File: src/rtl/core/xmbt_pkg.sv
package xmbt_pkg;

	localparam int WEIGHT_WIDTH = 24;
	localparam int SIG_ENTRIES  = 256;
	localparam int IDX_W        = $clog2(SIG_ENTRIES);
	localparam int MUL_W        = ((WEIGHT_WIDTH > 17) ? WEIGHT_WIDTH : 17) + 1;
	localparam int PROD_W       = 2 * MUL_W;
	localparam int ACC_W        = PROD_W + 2;
	localparam longint SPAN     = 524288;

	typedef logic signed [WEIGHT_WIDTH-1:0] weight_t;
	typedef logic [15:0] act_t;
	typedef act_t sig_tab_t [SIG_ENTRIES];

	localparam logic [1:0] MODE_TRAIN = 2'd0;
	localparam logic [1:0] MODE_INFER = 2'd1;
	localparam logic [1:0] MODE_LOAD  = 2'd2;

	localparam logic REG_LEARNING_RATE = 1'b0;
	localparam logic REG_BIAS_VALUE    = 1'b1;

	// Restoring division, used only while building constants
	function automatic logic [63:0] udiv(logic [63:0] n, logic [63:0] d);
		logic [64:0] r;
		logic [63:0] q;
		r = '0;
		q = '0;
		for (int i = 63; i >= 0; i--) begin
			r = {r[63:0], n[i]};
			if (r >= {1'b0, d}) begin
				r    = r - {1'b0, d};
				q[i] = 1'b1;
			end
		end
		return q;
	endfunction

	// e^(-t) in Q0.32 for t in Q16, 0 <= t <= 8.0
	function automatic logic [63:0] exp_neg(logic [63:0] t);
		logic [63:0] s;
		logic [63:0] term;
		logic signed [63:0] sum;
		logic [63:0] r;
		s    = t << 12;
		term = 64'd1 << 32;
		sum  = signed'(term);
		for (int k = 1; k <= 10; k++) begin
			term = udiv((term * s) >> 32, 64'(k));
			if (k % 2 == 1)
				sum = sum - signed'(term);
			else
				sum = sum + signed'(term);
		end
		if (sum < 0)
			sum = 0;
		r = unsigned'(sum);
		if (r > 64'hFFFF_FFFF)
			r = 64'hFFFF_FFFF;
		for (int k = 0; k < 4; k++)
			r = (r * r) >> 32;
		return r;
	endfunction

	function automatic act_t sig_eval(longint x);
		longint t;
		logic [63:0] e;
		logic [63:0] p;
		t = (x < 0) ? -x : x;
		e = exp_neg(64'(t));
		p = udiv(64'd1 << 48, (64'd1 << 32) + e);
		if (x >= 0)
			return (p > 64'd65535) ? 16'hFFFF : p[15:0];
		return 16'(64'd65536 - p);
	endfunction

	function automatic sig_tab_t build_sig_tab();
		sig_tab_t tab;
		longint mid;
		for (int i = 0; i < SIG_ENTRIES; i++) begin
			mid = -SPAN + longint'(udiv(64'((2 * i + 1)) * 64'(SPAN), 64'(SIG_ENTRIES)));
			tab[i] = sig_eval(mid);
		end
		return tab;
	endfunction

	function automatic weight_t clamp_w(longint v);
		longint hi;
		longint lo;
		hi = (longint'(1) <<< (WEIGHT_WIDTH - 1)) - 1;
		lo = -hi - 1;
		if (v > hi)
			return weight_t'(hi);
		if (v < lo)
			return weight_t'(lo);
		return weight_t'(v);
	endfunction

	localparam sig_tab_t SIG_TAB = build_sig_tab();
	localparam weight_t  W_INIT  = clamp_w(32768);
	localparam weight_t  PRESET [7] = '{clamp_w(173015), clamp_w(-464781), clamp_w(-464650),
		clamp_w(336855), clamp_w(336527), clamp_w(-513409), clamp_w(758579)};

	typedef enum logic [2:0] {
		ST_IDLE = 3'b001,
		ST_RUN  = 3'b010,
		ST_FIN  = 3'b100
	} state_t;

	typedef enum logic [4:0] {
		SP_HB, SP_HX0, SP_HX1, SP_HSUM, SP_HSIG,
		SP_OH, SP_OB, SP_OX0, SP_OX1, SP_OSUM, SP_OSIG,
		SP_D1, SP_D2, SP_DOUT, SP_SQ, SP_T2, SP_GO, SP_D3, SP_DHID,
		SP_W6, SP_GH, SP_W5, SP_W3, SP_W4, SP_W0, SP_W1, SP_W2
	} step_t;

endpackage

File: src/rtl/core/xor_mlp_backprop_trainer.sv
// Channel   Direction  Words carried
// s_*       in         x_first, x_second, target in tdata; mode in tuser
// m_*       out        net_output, squared_error in tdata
// APB       in/out     learning_rate (0x0), bias_value (0x4)
//
// One shared signed multiplier under a step sequencer does every multiplication,
// one product a cycle while running. Infer and load run steps SP_HB to
// SP_OSIG, a training step on to SP_W2; the finish state then loads the word.
// arst_n clears control state, weights go to 0.5 and registers to defaults.
// s_tready is high only while idle. A finished word waits in the output
// register until taken; the finish state holds while an earlier one waits.
module xor_mlp_backprop_trainer (
	input  logic        clk,
	input  logic        arst_n,
	input  logic        s_tvalid,
	output logic        s_tready,
	input  logic [47:0] s_tdata,  // x_first, x_second, target
	input  logic [1:0]  s_tuser,  // mode
	output logic        m_tvalid,
	input  logic        m_tready,
	output logic [31:0] m_tdata,  // net_output, squared_error
	input  logic        psel,
	input  logic        penable,
	input  logic        pwrite,
	input  logic [2:0]  paddr,
	input  logic [31:0] pwdata,
	output logic [31:0] prdata,
	output logic        pready
);
	import xmbt_pkg::*;

	typedef logic signed [MUL_W-1:0] op_t;
	typedef logic signed [ACC_W-1:0] acc_t;

	state_t state_q;
	step_t  step_q;

	logic [15:0] lr_q;
	logic signed [15:0] bias_q;
	weight_t w_q [7];

	logic signed [15:0] x0_q, x1_q;
	logic [15:0] tgt_q;
	logic [1:0]  mode_q;

	act_t h_q, o_q, sq_q;
	op_t  dout_q, t2_q, go_q, dhid_q, gh_q;
	logic signed [PROD_W-1:0] prod_q;
	acc_t acc_q;

	op_t op_a, op_b;
	op_t err;
	acc_t prod_x;

	// APB: always ready, write on the access cycle
	assign pready = 1'b1;
	always_comb begin
		prdata = '0;
		unique case (paddr[2])
			REG_LEARNING_RATE: prdata = {16'd0, lr_q};
			REG_BIAS_VALUE:    prdata = {{16{bias_q[15]}}, bias_q};
			default:           prdata = '0;
		endcase
	end

	always_ff @(posedge clk or negedge arst_n) begin
		if (!arst_n) begin
			lr_q   <= 16'd16384;
			bias_q <= 16'sd4096;
		end else if (psel && penable && pwrite) begin
			unique case (paddr[2])
				REG_LEARNING_RATE: lr_q   <= pwdata[15:0];
				REG_BIAS_VALUE:    bias_q <= signed'(pwdata[15:0]);
				default: ;
			endcase
		end
	end

	assign s_tready = (state_q == ST_IDLE);

	// err = target - output, Q0.16 signed
	assign err    = op_t'($signed({2'b00, tgt_q}) - $signed({2'b00, o_q}));
	assign prod_x = acc_t'(prod_q);

	function automatic act_t sig_lookup(acc_t acc);
		acc_t net;
		logic [19:0] u;
		logic [IDX_W+20:0] scaled;
		logic [IDX_W-1:0] idx;
		net = acc >>> 12;
		if (net < -acc_t'(SPAN))
			idx = '0;
		else if (net > acc_t'(SPAN - 1))
			idx = IDX_W'(SIG_ENTRIES - 1);
		else begin
			u      = 20'(net + acc_t'(SPAN));
			scaled = (IDX_W + 21)'(u) * (IDX_W + 21)'(SIG_ENTRIES);
			idx    = scaled[IDX_W+19:20];
		end
		return SIG_TAB[idx];
	endfunction

	function automatic weight_t sat_add(weight_t w, acc_t d);
		logic signed [ACC_W:0] s;
		logic signed [ACC_W:0] hi;
		logic signed [ACC_W:0] lo;
		hi = (ACC_W + 1)'((longint'(1) <<< (WEIGHT_WIDTH - 1)) - 1);
		lo = -hi - 1;
		s  = (ACC_W + 1)'(w) + (ACC_W + 1)'(d);
		if (s > hi)
			return weight_t'(hi);
		if (s < lo)
			return weight_t'(lo);
		return weight_t'(s);
	endfunction

	// Operand selection for the shared multiplier
	always_comb begin
		op_a = '0;
		op_b = '0;
		case (step_q)
			SP_HB:   begin op_a = op_t'(bias_q); op_b = op_t'(w_q[0]); end
			SP_HX0:  begin op_a = op_t'(x0_q);   op_b = op_t'(w_q[1]); end
			SP_HX1:  begin op_a = op_t'(x1_q);   op_b = op_t'(w_q[2]); end
			SP_OH:   begin op_a = op_t'({1'b0, h_q}); op_b = op_t'(w_q[6]); end
			SP_OB:   begin op_a = op_t'(bias_q); op_b = op_t'(w_q[5]); end
			SP_OX0:  begin op_a = op_t'(x0_q);   op_b = op_t'(w_q[3]); end
			SP_OX1:  begin op_a = op_t'(x1_q);   op_b = op_t'(w_q[4]); end
			SP_D1:   begin
				op_a = op_t'({1'b0, o_q});
				op_b = op_t'(18'sd65536 - $signed({2'b00, o_q}));
			end
			SP_D2:   begin op_a = op_t'(prod_q >>> 16); op_b = err; end
			SP_DOUT: begin op_a = err; op_b = err; end
			SP_SQ:   begin op_a = op_t'(w_q[6]); op_b = dout_q; end
			SP_T2:   begin op_a = op_t'({1'b0, lr_q}); op_b = dout_q; end
			SP_GO:   begin
				op_a = op_t'({1'b0, h_q});
				op_b = op_t'(18'sd65536 - $signed({2'b00, h_q}));
			end
			SP_D3:   begin op_a = op_t'(prod_q >>> 16); op_b = t2_q; end
			SP_DHID: begin op_a = go_q; op_b = op_t'({1'b0, h_q}); end
			SP_W6:   begin op_a = op_t'({1'b0, lr_q}); op_b = dhid_q; end
			SP_GH:   begin op_a = go_q; op_b = op_t'(bias_q); end
			SP_W5:   begin op_a = go_q; op_b = op_t'(x0_q); end
			SP_W3:   begin op_a = go_q; op_b = op_t'(x1_q); end
			SP_W4:   begin op_a = gh_q; op_b = op_t'(bias_q); end
			SP_W0:   begin op_a = gh_q; op_b = op_t'(x0_q); end
			SP_W1:   begin op_a = gh_q; op_b = op_t'(x1_q); end
			default: ;
		endcase
	end

	// Sequencer: each step issues one product and consumes the last one
	always_ff @(posedge clk or negedge arst_n) begin
		if (!arst_n) begin
			state_q  <= ST_IDLE;
			step_q   <= SP_HB;
			m_tvalid <= 1'b0;
			for (int i = 0; i < 7; i++)
				w_q[i] <= W_INIT;
		end else begin
			// drop a taken word; the finish state reloads it itself
			if (m_tvalid && m_tready && (state_q != ST_FIN))
				m_tvalid <= 1'b0;
			unique case (state_q)
				ST_IDLE: begin
					if (s_tvalid) begin
						x0_q   <= signed'(s_tdata[15:0]);
						x1_q   <= signed'(s_tdata[31:16]);
						tgt_q  <= s_tdata[47:32];
						mode_q <= s_tuser;
						if (s_tuser == MODE_LOAD)
							for (int i = 0; i < 7; i++)
								w_q[i] <= PRESET[i];
						step_q  <= SP_HB;
						state_q <= ST_RUN;
					end
				end
				ST_RUN: begin
					prod_q <= op_a * op_b;
					step_q <= (step_q == SP_W2) ? SP_HB : step_t'(step_q + 5'd1);
					case (step_q)
						SP_HX0:  acc_q <= prod_x;
						SP_HX1, SP_HSUM, SP_OX0, SP_OX1, SP_OSUM:
							acc_q <= acc_q + prod_x;
						SP_HSIG: h_q <= sig_lookup(acc_q);
						SP_OB:   acc_q <= prod_x >>> 4;
						SP_OSIG: begin
							o_q <= sig_lookup(acc_q);
							if (mode_q != MODE_TRAIN)
								state_q <= ST_FIN;
						end
						SP_DOUT: dout_q <= op_t'(prod_x >>> 16);
						SP_SQ:   begin
							if ((prod_x >>> 16) > acc_t'(65535))
								sq_q <= 16'hFFFF;
							else
								sq_q <= 16'(prod_x >>> 16);
						end
						SP_T2:   t2_q   <= op_t'(prod_x >>> 16);
						SP_GO:   go_q   <= op_t'(prod_x >>> 16);
						SP_DHID: dhid_q <= op_t'(prod_x >>> 16);
						SP_W6:   w_q[6] <= sat_add(w_q[6], prod_x >>> 16);
						SP_GH:   gh_q   <= op_t'(prod_x >>> 16);
						SP_W5:   w_q[5] <= sat_add(w_q[5], prod_x >>> 12);
						SP_W3:   w_q[3] <= sat_add(w_q[3], prod_x >>> 12);
						SP_W4:   w_q[4] <= sat_add(w_q[4], prod_x >>> 12);
						SP_W0:   w_q[0] <= sat_add(w_q[0], prod_x >>> 12);
						SP_W1:   w_q[1] <= sat_add(w_q[1], prod_x >>> 12);
						SP_W2:   begin
							w_q[2]  <= sat_add(w_q[2], prod_x >>> 12);
							state_q <= ST_FIN;
						end
						default: ;
					endcase
				end
				ST_FIN: begin
					// hold until the previous word has gone
					if (!m_tvalid || m_tready) begin
						m_tdata  <= {(mode_q == MODE_TRAIN) ? sq_q : 16'd0, o_q};
						m_tvalid <= 1'b1;
						step_q   <= SP_HB;
						state_q  <= ST_IDLE;
					end
				end
				default: state_q <= ST_IDLE;
			endcase
		end
	end

	// The step counter rests at its first step while idle
	a_step_idle: assert property (@(posedge clk) disable iff (!arst_n)
		(state_q == ST_IDLE) |-> (step_q == SP_HB))
		else $error("step counter moved outside a run");

	// An accepted word always starts a run
	a_accept_run: assert property (@(posedge clk) disable iff (!arst_n)
		(s_tvalid && s_tready) |=> (state_q == ST_RUN))
		else $error("accepted word did not start a run");

	// A new result word appears only on leaving the finish state
	a_out_from_fin: assert property (@(posedge clk) disable iff (!arst_n)
		$rose(m_tvalid) |-> ($past(state_q) == ST_FIN))
		else $error("result word raised outside the finish state");

endmodule
File: config.mk
export PLATFORM = sky130hd
export DESIGN_NAME = xor_mlp_backprop_trainer
export DESIGN_NICKNAME = d
export VERILOG_FILES = /design/src/rtl/core/xmbt_pkg.sv /design/src/rtl/core/xor_mlp_backprop_trainer.sv
export SDC_FILE = /design/constraint.sdc
export NUM_CORES = 2
export LEC_CHECK = 0
export BUFFER_PORTS_ARGS = -buffer_cell sky130_fd_sc_hd__buf_2
export CELL_PAD_IN_SITES_DETAIL_PLACEMENT = 0
export CELL_PAD_IN_SITES_GLOBAL_PLACEMENT = 1
export CORE_ASPECT_RATIO = 1.1
export CORE_MARGIN = 2
export CORE_UTILIZATION = 28
export CTS_CLUSTER_DIAMETER = 100
export DETAILED_ROUTE_END_ITERATION = 7
export GPL_TIMING_DRIVEN = 0
export MAX_ROUTING_LAYER = met4
export PLACE_DENSITY_LB_ADDON = 0.1
export SYNTH_ARGS = -nofsm -noshare
export SYNTH_HDL_FRONTEND = slang
export SYNTH_SLANG_ARGS = --single-unit
File: constraint.sdc
create_clock -name clk -period 12.2 [get_ports clk]
set_input_delay 0 -clock clk [delete_from_list [all_inputs] [get_ports clk]]
set_output_delay 0 -clock clk [all_outputs]
set_load 0.005 [all_outputs]
# Word level (Yosys, flattened, before mapping)
# Memory sizes are Yosys's and may differ from the RTL's. A register that Yosys moved wholly into a read port is not among the register bits.
# Cells that the tools add are included.
totals:
  mem_bits_ro: 8192
  mem_count: 2
  inputBits: 92
  ff_bits: 534
classes:
  eq_ne: 43
  reduce_logical: 49
  mul: 1
  n_addsub: 13
  n_lt_le_gt_ge: 17
  n_mux: 109
  bitwise: 3
memory_table:
  columns: ["name", "words", "word_bits", "rd", "rd_clocked_by_memory_dff", "wr", "line_no", "source"]
  rows:
  - ["(name not given)", 256, 16, 1, 1, 0, "xor_mlp_backprop_trainer.sv:100", "return SIG_TAB[idx];"]
  - ["(name not given)", 256, 16, 1, 1, 0, "xor_mlp_backprop_trainer.sv:100", null]
ops:
  columns: ["cell", "n"]
  rows:
  - ["24-bit 2-to-1 mux", 35]
  - ["25-bit one-hot mux with 17 select lines", 1]
  - ["168-bit 2-to-1 mux", 2]
  - ["168-bit one-hot mux with 2 select lines", 1]
  - ["25-bit one-hot mux with 11 select lines", 1]
  - ["24-bit by 38-bit adder with 39-bit output", 6]
  - ["39-bit by 24-bit > comparator with 1-bit output, second input constant", 6]
  - ["39-bit by 24-bit less-than comparator with 1-bit output, second input constant", 6]
  - ["52-bit one-hot mux with 3 select lines", 1]
  - ["32-bit one-hot mux with 2 select lines", 1]
  - ["5-bit == test, second input constant", 11]
  - ["52-bit by 50-bit adder with 52-bit output", 1]
  - ["1-bit 2-to-1 mux", 52]
  - ["25-bit by 25-bit multiplier with 50-bit output", 1]
  - ["8-bit 2-to-1 mux", 6]
  - ["5-bit by 4-bit == test with 1-bit output, second input constant", 8]
  - ["40-bit by 20-bit > comparator with 1-bit output, second input constant", 1]
  - ["40-bit by 20-bit less-than comparator with 1-bit output, second input constant", 1]
  - ["3-bit AND reduction", 12]
  - ["17-bit by 16-bit subtractor with 18-bit output, first input constant", 2]
  - ["24-bit by 34-bit adder with 35-bit output", 1]
  - ["35-bit by 24-bit > comparator with 1-bit output, second input constant", 1]
  - ["35-bit by 24-bit less-than comparator with 1-bit output, second input constant", 1]
  - ["34-bit by 17-bit > comparator with 1-bit output, second input constant", 1]
  - ["34 further kinds", 76]

# Longest topological paths before layout
logic_depth:
  depth_word: 12
  ltp_mapped: 45
  depth_no_buf: 42

# Worst setup path after synthesis
# OpenSTA, ideal clock, no wires.
synth_timing:
  kind: "flip-flop to flip-flop"
  from: "reg o_q[0]"
  to: "reg prod_q[47], data pin"
  path_buffers: 3
  arrival_time_ns: 10.181
  synth_period_minus_slack_ns: 10.439
  path_stages_with_launch: 38
  slack_ns: 1.761
  cell_sequence: "edfxtp_1 ha_1 fa_1 nor2b_1 o21ai_0 a21boi_0 o21ai_0 a21boi_0 o21ai_0 o21ai_0 o221ai_1 a41o_1 a21o_1 clkbuf_1 clkbuf_1 nor2_1 clkbuf_1 nor2_1 [... 2 more ...] fa_1 fa_1 fa_1 fa_1 inv_1 fa_1 inv_1 ha_1 a21oi_1 nand3_1 a211oi_1 a311oi_1 o21a_1 o41ai_1 o211a_1 a21boi_0 nor2_1 xnor2_1"
synth_via:
  elab_chain_len: 3
  elab_cells_between_ends: 5
  classes_between: "add/sub (2); mul (1); mux (2)"
synth_rtl:
  columns: ["element", "line_no", "source"]
  rows:
  - ["from (decl)", "xor_mlp_backprop_trainer.sv:46", "act_t h_q, o_q, sq_q;"]
  - ["17-bit by 16-bit subtractor with 18-bit output / 16-bit by 16-bit subtractor with 17-bit output (equally long branches)", "xor_mlp_backprop_trainer.sv:131, xor_mlp_backprop_trainer.sv:82", null]
  - ["25-bit one-hot mux with 17 select lines / 25-bit one-hot mux with 11 select lines (equally long branches)", "xor_mlp_backprop_trainer.sv:121", "case (step_q)"]
  - ["25-bit by 25-bit multiplier with 50-bit output (*)", "xor_mlp_backprop_trainer.sv:181", "prod_q <= op_a * op_b;"]
  - ["to (signal assigned)", "xor_mlp_backprop_trainer.sv:181", null]
  - ["to (decl)", "xor_mlp_backprop_trainer.sv:48", "logic signed [PROD_W-1:0] prod_q;"]
# Mark *: on every way between the ends. The rest lies on a longest branch, timed or not.
# A chain may end at the register's enable or synchronous reset.

# Worst setup path after layout
layout_timing:
  from: "reg step_q[1]"
  to: "reg prod_q[48], data pin"
layout_via:
  elab_chain_len: 4
  elab_cells_between_ends: 38
  classes_between: "mul (1); eq/ne (21); mux (2); reduce/logical (14)"
layout_rtl:
  columns: ["element", "line_no", "source"]
  rows:
  - ["from (decl)", "xor_mlp_backprop_trainer.sv:36", "step_t step_q;"]
  - ["from (signal assigned)", "xor_mlp_backprop_trainer.sv:182", "step_q <= (step_q == SP_W2) ? SP_HB : step_t'(step_q + 5'd1);"]
  - ["5-bit == test (tied with other cells)", "xor_mlp_backprop_trainer.sv:121", null]
  - ["4-bit OR reduction (no source line) (tied with other cells)", null, null]
  - ["25-bit one-hot mux with 11 select lines / 25-bit one-hot mux with 17 select lines (equally long branches)", "xor_mlp_backprop_trainer.sv:121", null]
  - ["25-bit by 25-bit multiplier with 50-bit output (*)", "xor_mlp_backprop_trainer.sv:181", null]
# Marked as above.

==> reports/metrics.yaml <==
critical_path:
  worst_ep_arrival_time_ns: 12.36
  critPathKind: "flip-flop to flip-flop"
  crit_top_cell: "fa_1"
  critical-path-max-stage-delay_ns: 0.74
  cp_top_family: "adder cells"
  cp-start-kind: "flip-flop"
  path_buf_inv: 7
  path_max_fanout: 10
  worst-endpoint-required_ns: 12.63
  end_kind: "flip-flop"
  slowest_stage: "a222oi_1"
synth:
  yosysMostFrequentCell: "nand2_1"
  async_flop_share_pct: 36.9
  synth_area_leaders: "fa_1 20%, edfxtp_1 16%, ha_1 9.0%"
  syn_avg_cell_area_sq_um: 8.78
  synth_top_area_share_pct: 19.5
  synth-edff-count: 357
  synth_cell_type_count: 102
  ys_seq_elements: 566
  ys_seq_area_share_pct: 23.3
  syn-num-nets: 9066
  syn_area_sq_um: 68600
  yosysWarningCount: 0
  synth_top_area_cell: "fa_1"
  synth_commonest_cells: "899 x nand2_1, 794 x inv_1, 669 x nor2_1"
  syn_inst: 7812
  synth_flop_cell: "edfxtp_1"
drt:
  dr.pass1.iters: 8
  routedWlPerCell_um: 31.0
  wl_met1_um: 154000
  drt.antenna.violating_nets: 0
  drc: 15
  met2_length_um: 161000
  via_count: 64300
  topRoutingLayerUsed: "met4"
  drtIter0Drc: 6651
  wl_met3_um: 23400
  drt_wl_total_um: 359000
  via_per_inst: 5.55
cells_and_area:
  nNetsFinal: 9501
  layout-drive-gt1-share_pct: 8.10
  design_area_sq_um: 80200
  postLayoutCoreUtil_pct: 32.9
  area_growth_pct: 17.0
timing:
  slew_viol_final: 0
  hold_viol: 0
  period_share_pct: 97.8
  fmax_ghz: 0.0838
  finalWorstPathRequiredPeriod_ns: 11.93
  slew_headroom_pct: 8.81
  setup_viol: 0
  tightest_slew_ns: 1.36
  skew_ns: 0.0628
floorplanning:
  die-area_sq_um: 249000
  die_width_um: 476
  die_y_um: 523
  rows: 190
  core_sq_um: 244000
  start_util_pct: 28.1
  io_pins: 159
clock_network:
  clockBufferDepth: 3
  ctsRootBufferMaster: "clkbuf_16"
  clkTransAtPathRegs_ns: 0.06
  cts_max_level: 3
  numCtsBuffers: 79
  clk_latency_ns: 0.74
  cts.sinks: 566
  cts_tree: "built"
placement:
  gp_congestion: 0.987
  io_buffers: 138
  dp_hpwl_um: 291000
  place_area_sq_um: 75800
global_route:
  grt_overflow: 0
  grt_pass1_wl_um: 503000
  grt_pass1_vias: 64300
  grt_max_degree: 96
  antenna_found_initial: 31
  track_usage_pct: 29.3
status:
  status: "finished, violations left"
  violations: "design-rule violations"
run:
  maxCapViolCount: 0
min_path:
  hp-class: "input pin to flip-flop"
final cells by class:
type                    count  area (sq um)
flip-flops and latches    566         16000
plain buffers             403          1730
repair buffers            362          4150
multi-input cells        6038         48500
diodes                     18          45.0
fillers                 25500        163000
well taps                3264          4080
inverters                 797          2990
clock inverters            44           562
clock buffers             103          2190
worst paths after layout:
kind                             startpoint     endpoint  slack [ns]  cells past startpoint
worst max-delay path              step_q[1]   prod_q[48]        0.27                     35
worst min-delay path            s_tdata[14]     x0_q[14]        0.04                      2
worst max register to register    step_q[1]   prod_q[48]        0.27                     35
worst min register to register     sq_q[13]  m_tdata[29]        0.52                      1
max in group asynchronous            arst_n     lr_q[14]       10.74                      5
min in group asynchronous            arst_n      w_q[62]        0.36                      4
state kept, by name, indices dropped and copies added, names as in the netlist, 2 cells and up:
signal and count:
acc_q 52, bias_q 16, dhid_q 25, dout_q 25
gh_q 25, go_q 25, h_q 16, lr_q 16
m_tdata 32, mode_q 2, o_q 16, prod_q 50
sq_q 16, state_q 3, step_q 5, t2_q 25
tgt_q 16, w_q 168, x0_q 16, x1_q 16
through the flow:
step / instances / hold slack, ns / setup slack [ns] / TNS (ns)
6_report: 11600 / 0.0375 / 0.267 / 0
3_5_place_dp: 11300 / -0.119 / -2.75 / -41.74
4_1_cts: 11600 / 0.00402 / 0.00182 / 0
5_1_grt: 11600 / 0.0292 / -0.00504 / -0.00504
2_1_floorplan: 7812 / -0.296 / 1.76 / 0
3_3_place_gp: 11200 / 0.179 / -6.00 / -160.47
placed cells by master (no fill, tap or decap), types with 149 or more instances in the layout:
master	netlist	routed
inv_1	794	793
edfxtp_1	357	357
clkbuf_1	362	303
a21o_1	158	157
a21oi_1	594	590
fa_1	668	664
ha_1	494	494
xnor2_1	207	207
dfrtp_1	199	199
nor2_1	669	662
xor2_1	149	149
o21ai_0	405	402
nand2_1	899	898
layer usage:
layer	GRT usage (%)	vias up
met5	-	-
met4	13.8	0
met3	4.47	692
met2	45.2	2568
met1	37.7	32700
li1	-	28400
logic make-up after synthesis:
logic type	after synthesis	synth area share (%)
buffers and inverters	1208	6.75
adders and majority gates	1162	28.5
other	1	0.00547
AOI/OAI and AO/OA	2118	20.4
xor gates and xnor gates	356	4.55
DFF	566	23.3
muxes	70	1.13
and+or+nand+nor	2331	15.3
what timing repair did:
item / 4_1_cts / 5_1_grt
cloned: 0 / 0
pin swaps: 3 / 8
hold buffers: 103 / 0
endpoints found under the hold margin: 227 / 0
gates resized for setup: 96 / 93
buffers inserted: 4 / 13
endpoints found under the setup margin: 25 / 14
Power is left out: the tool's default activity adds up to more than one toggle a clock period on the data nets, which glitch-free logic cannot reach.
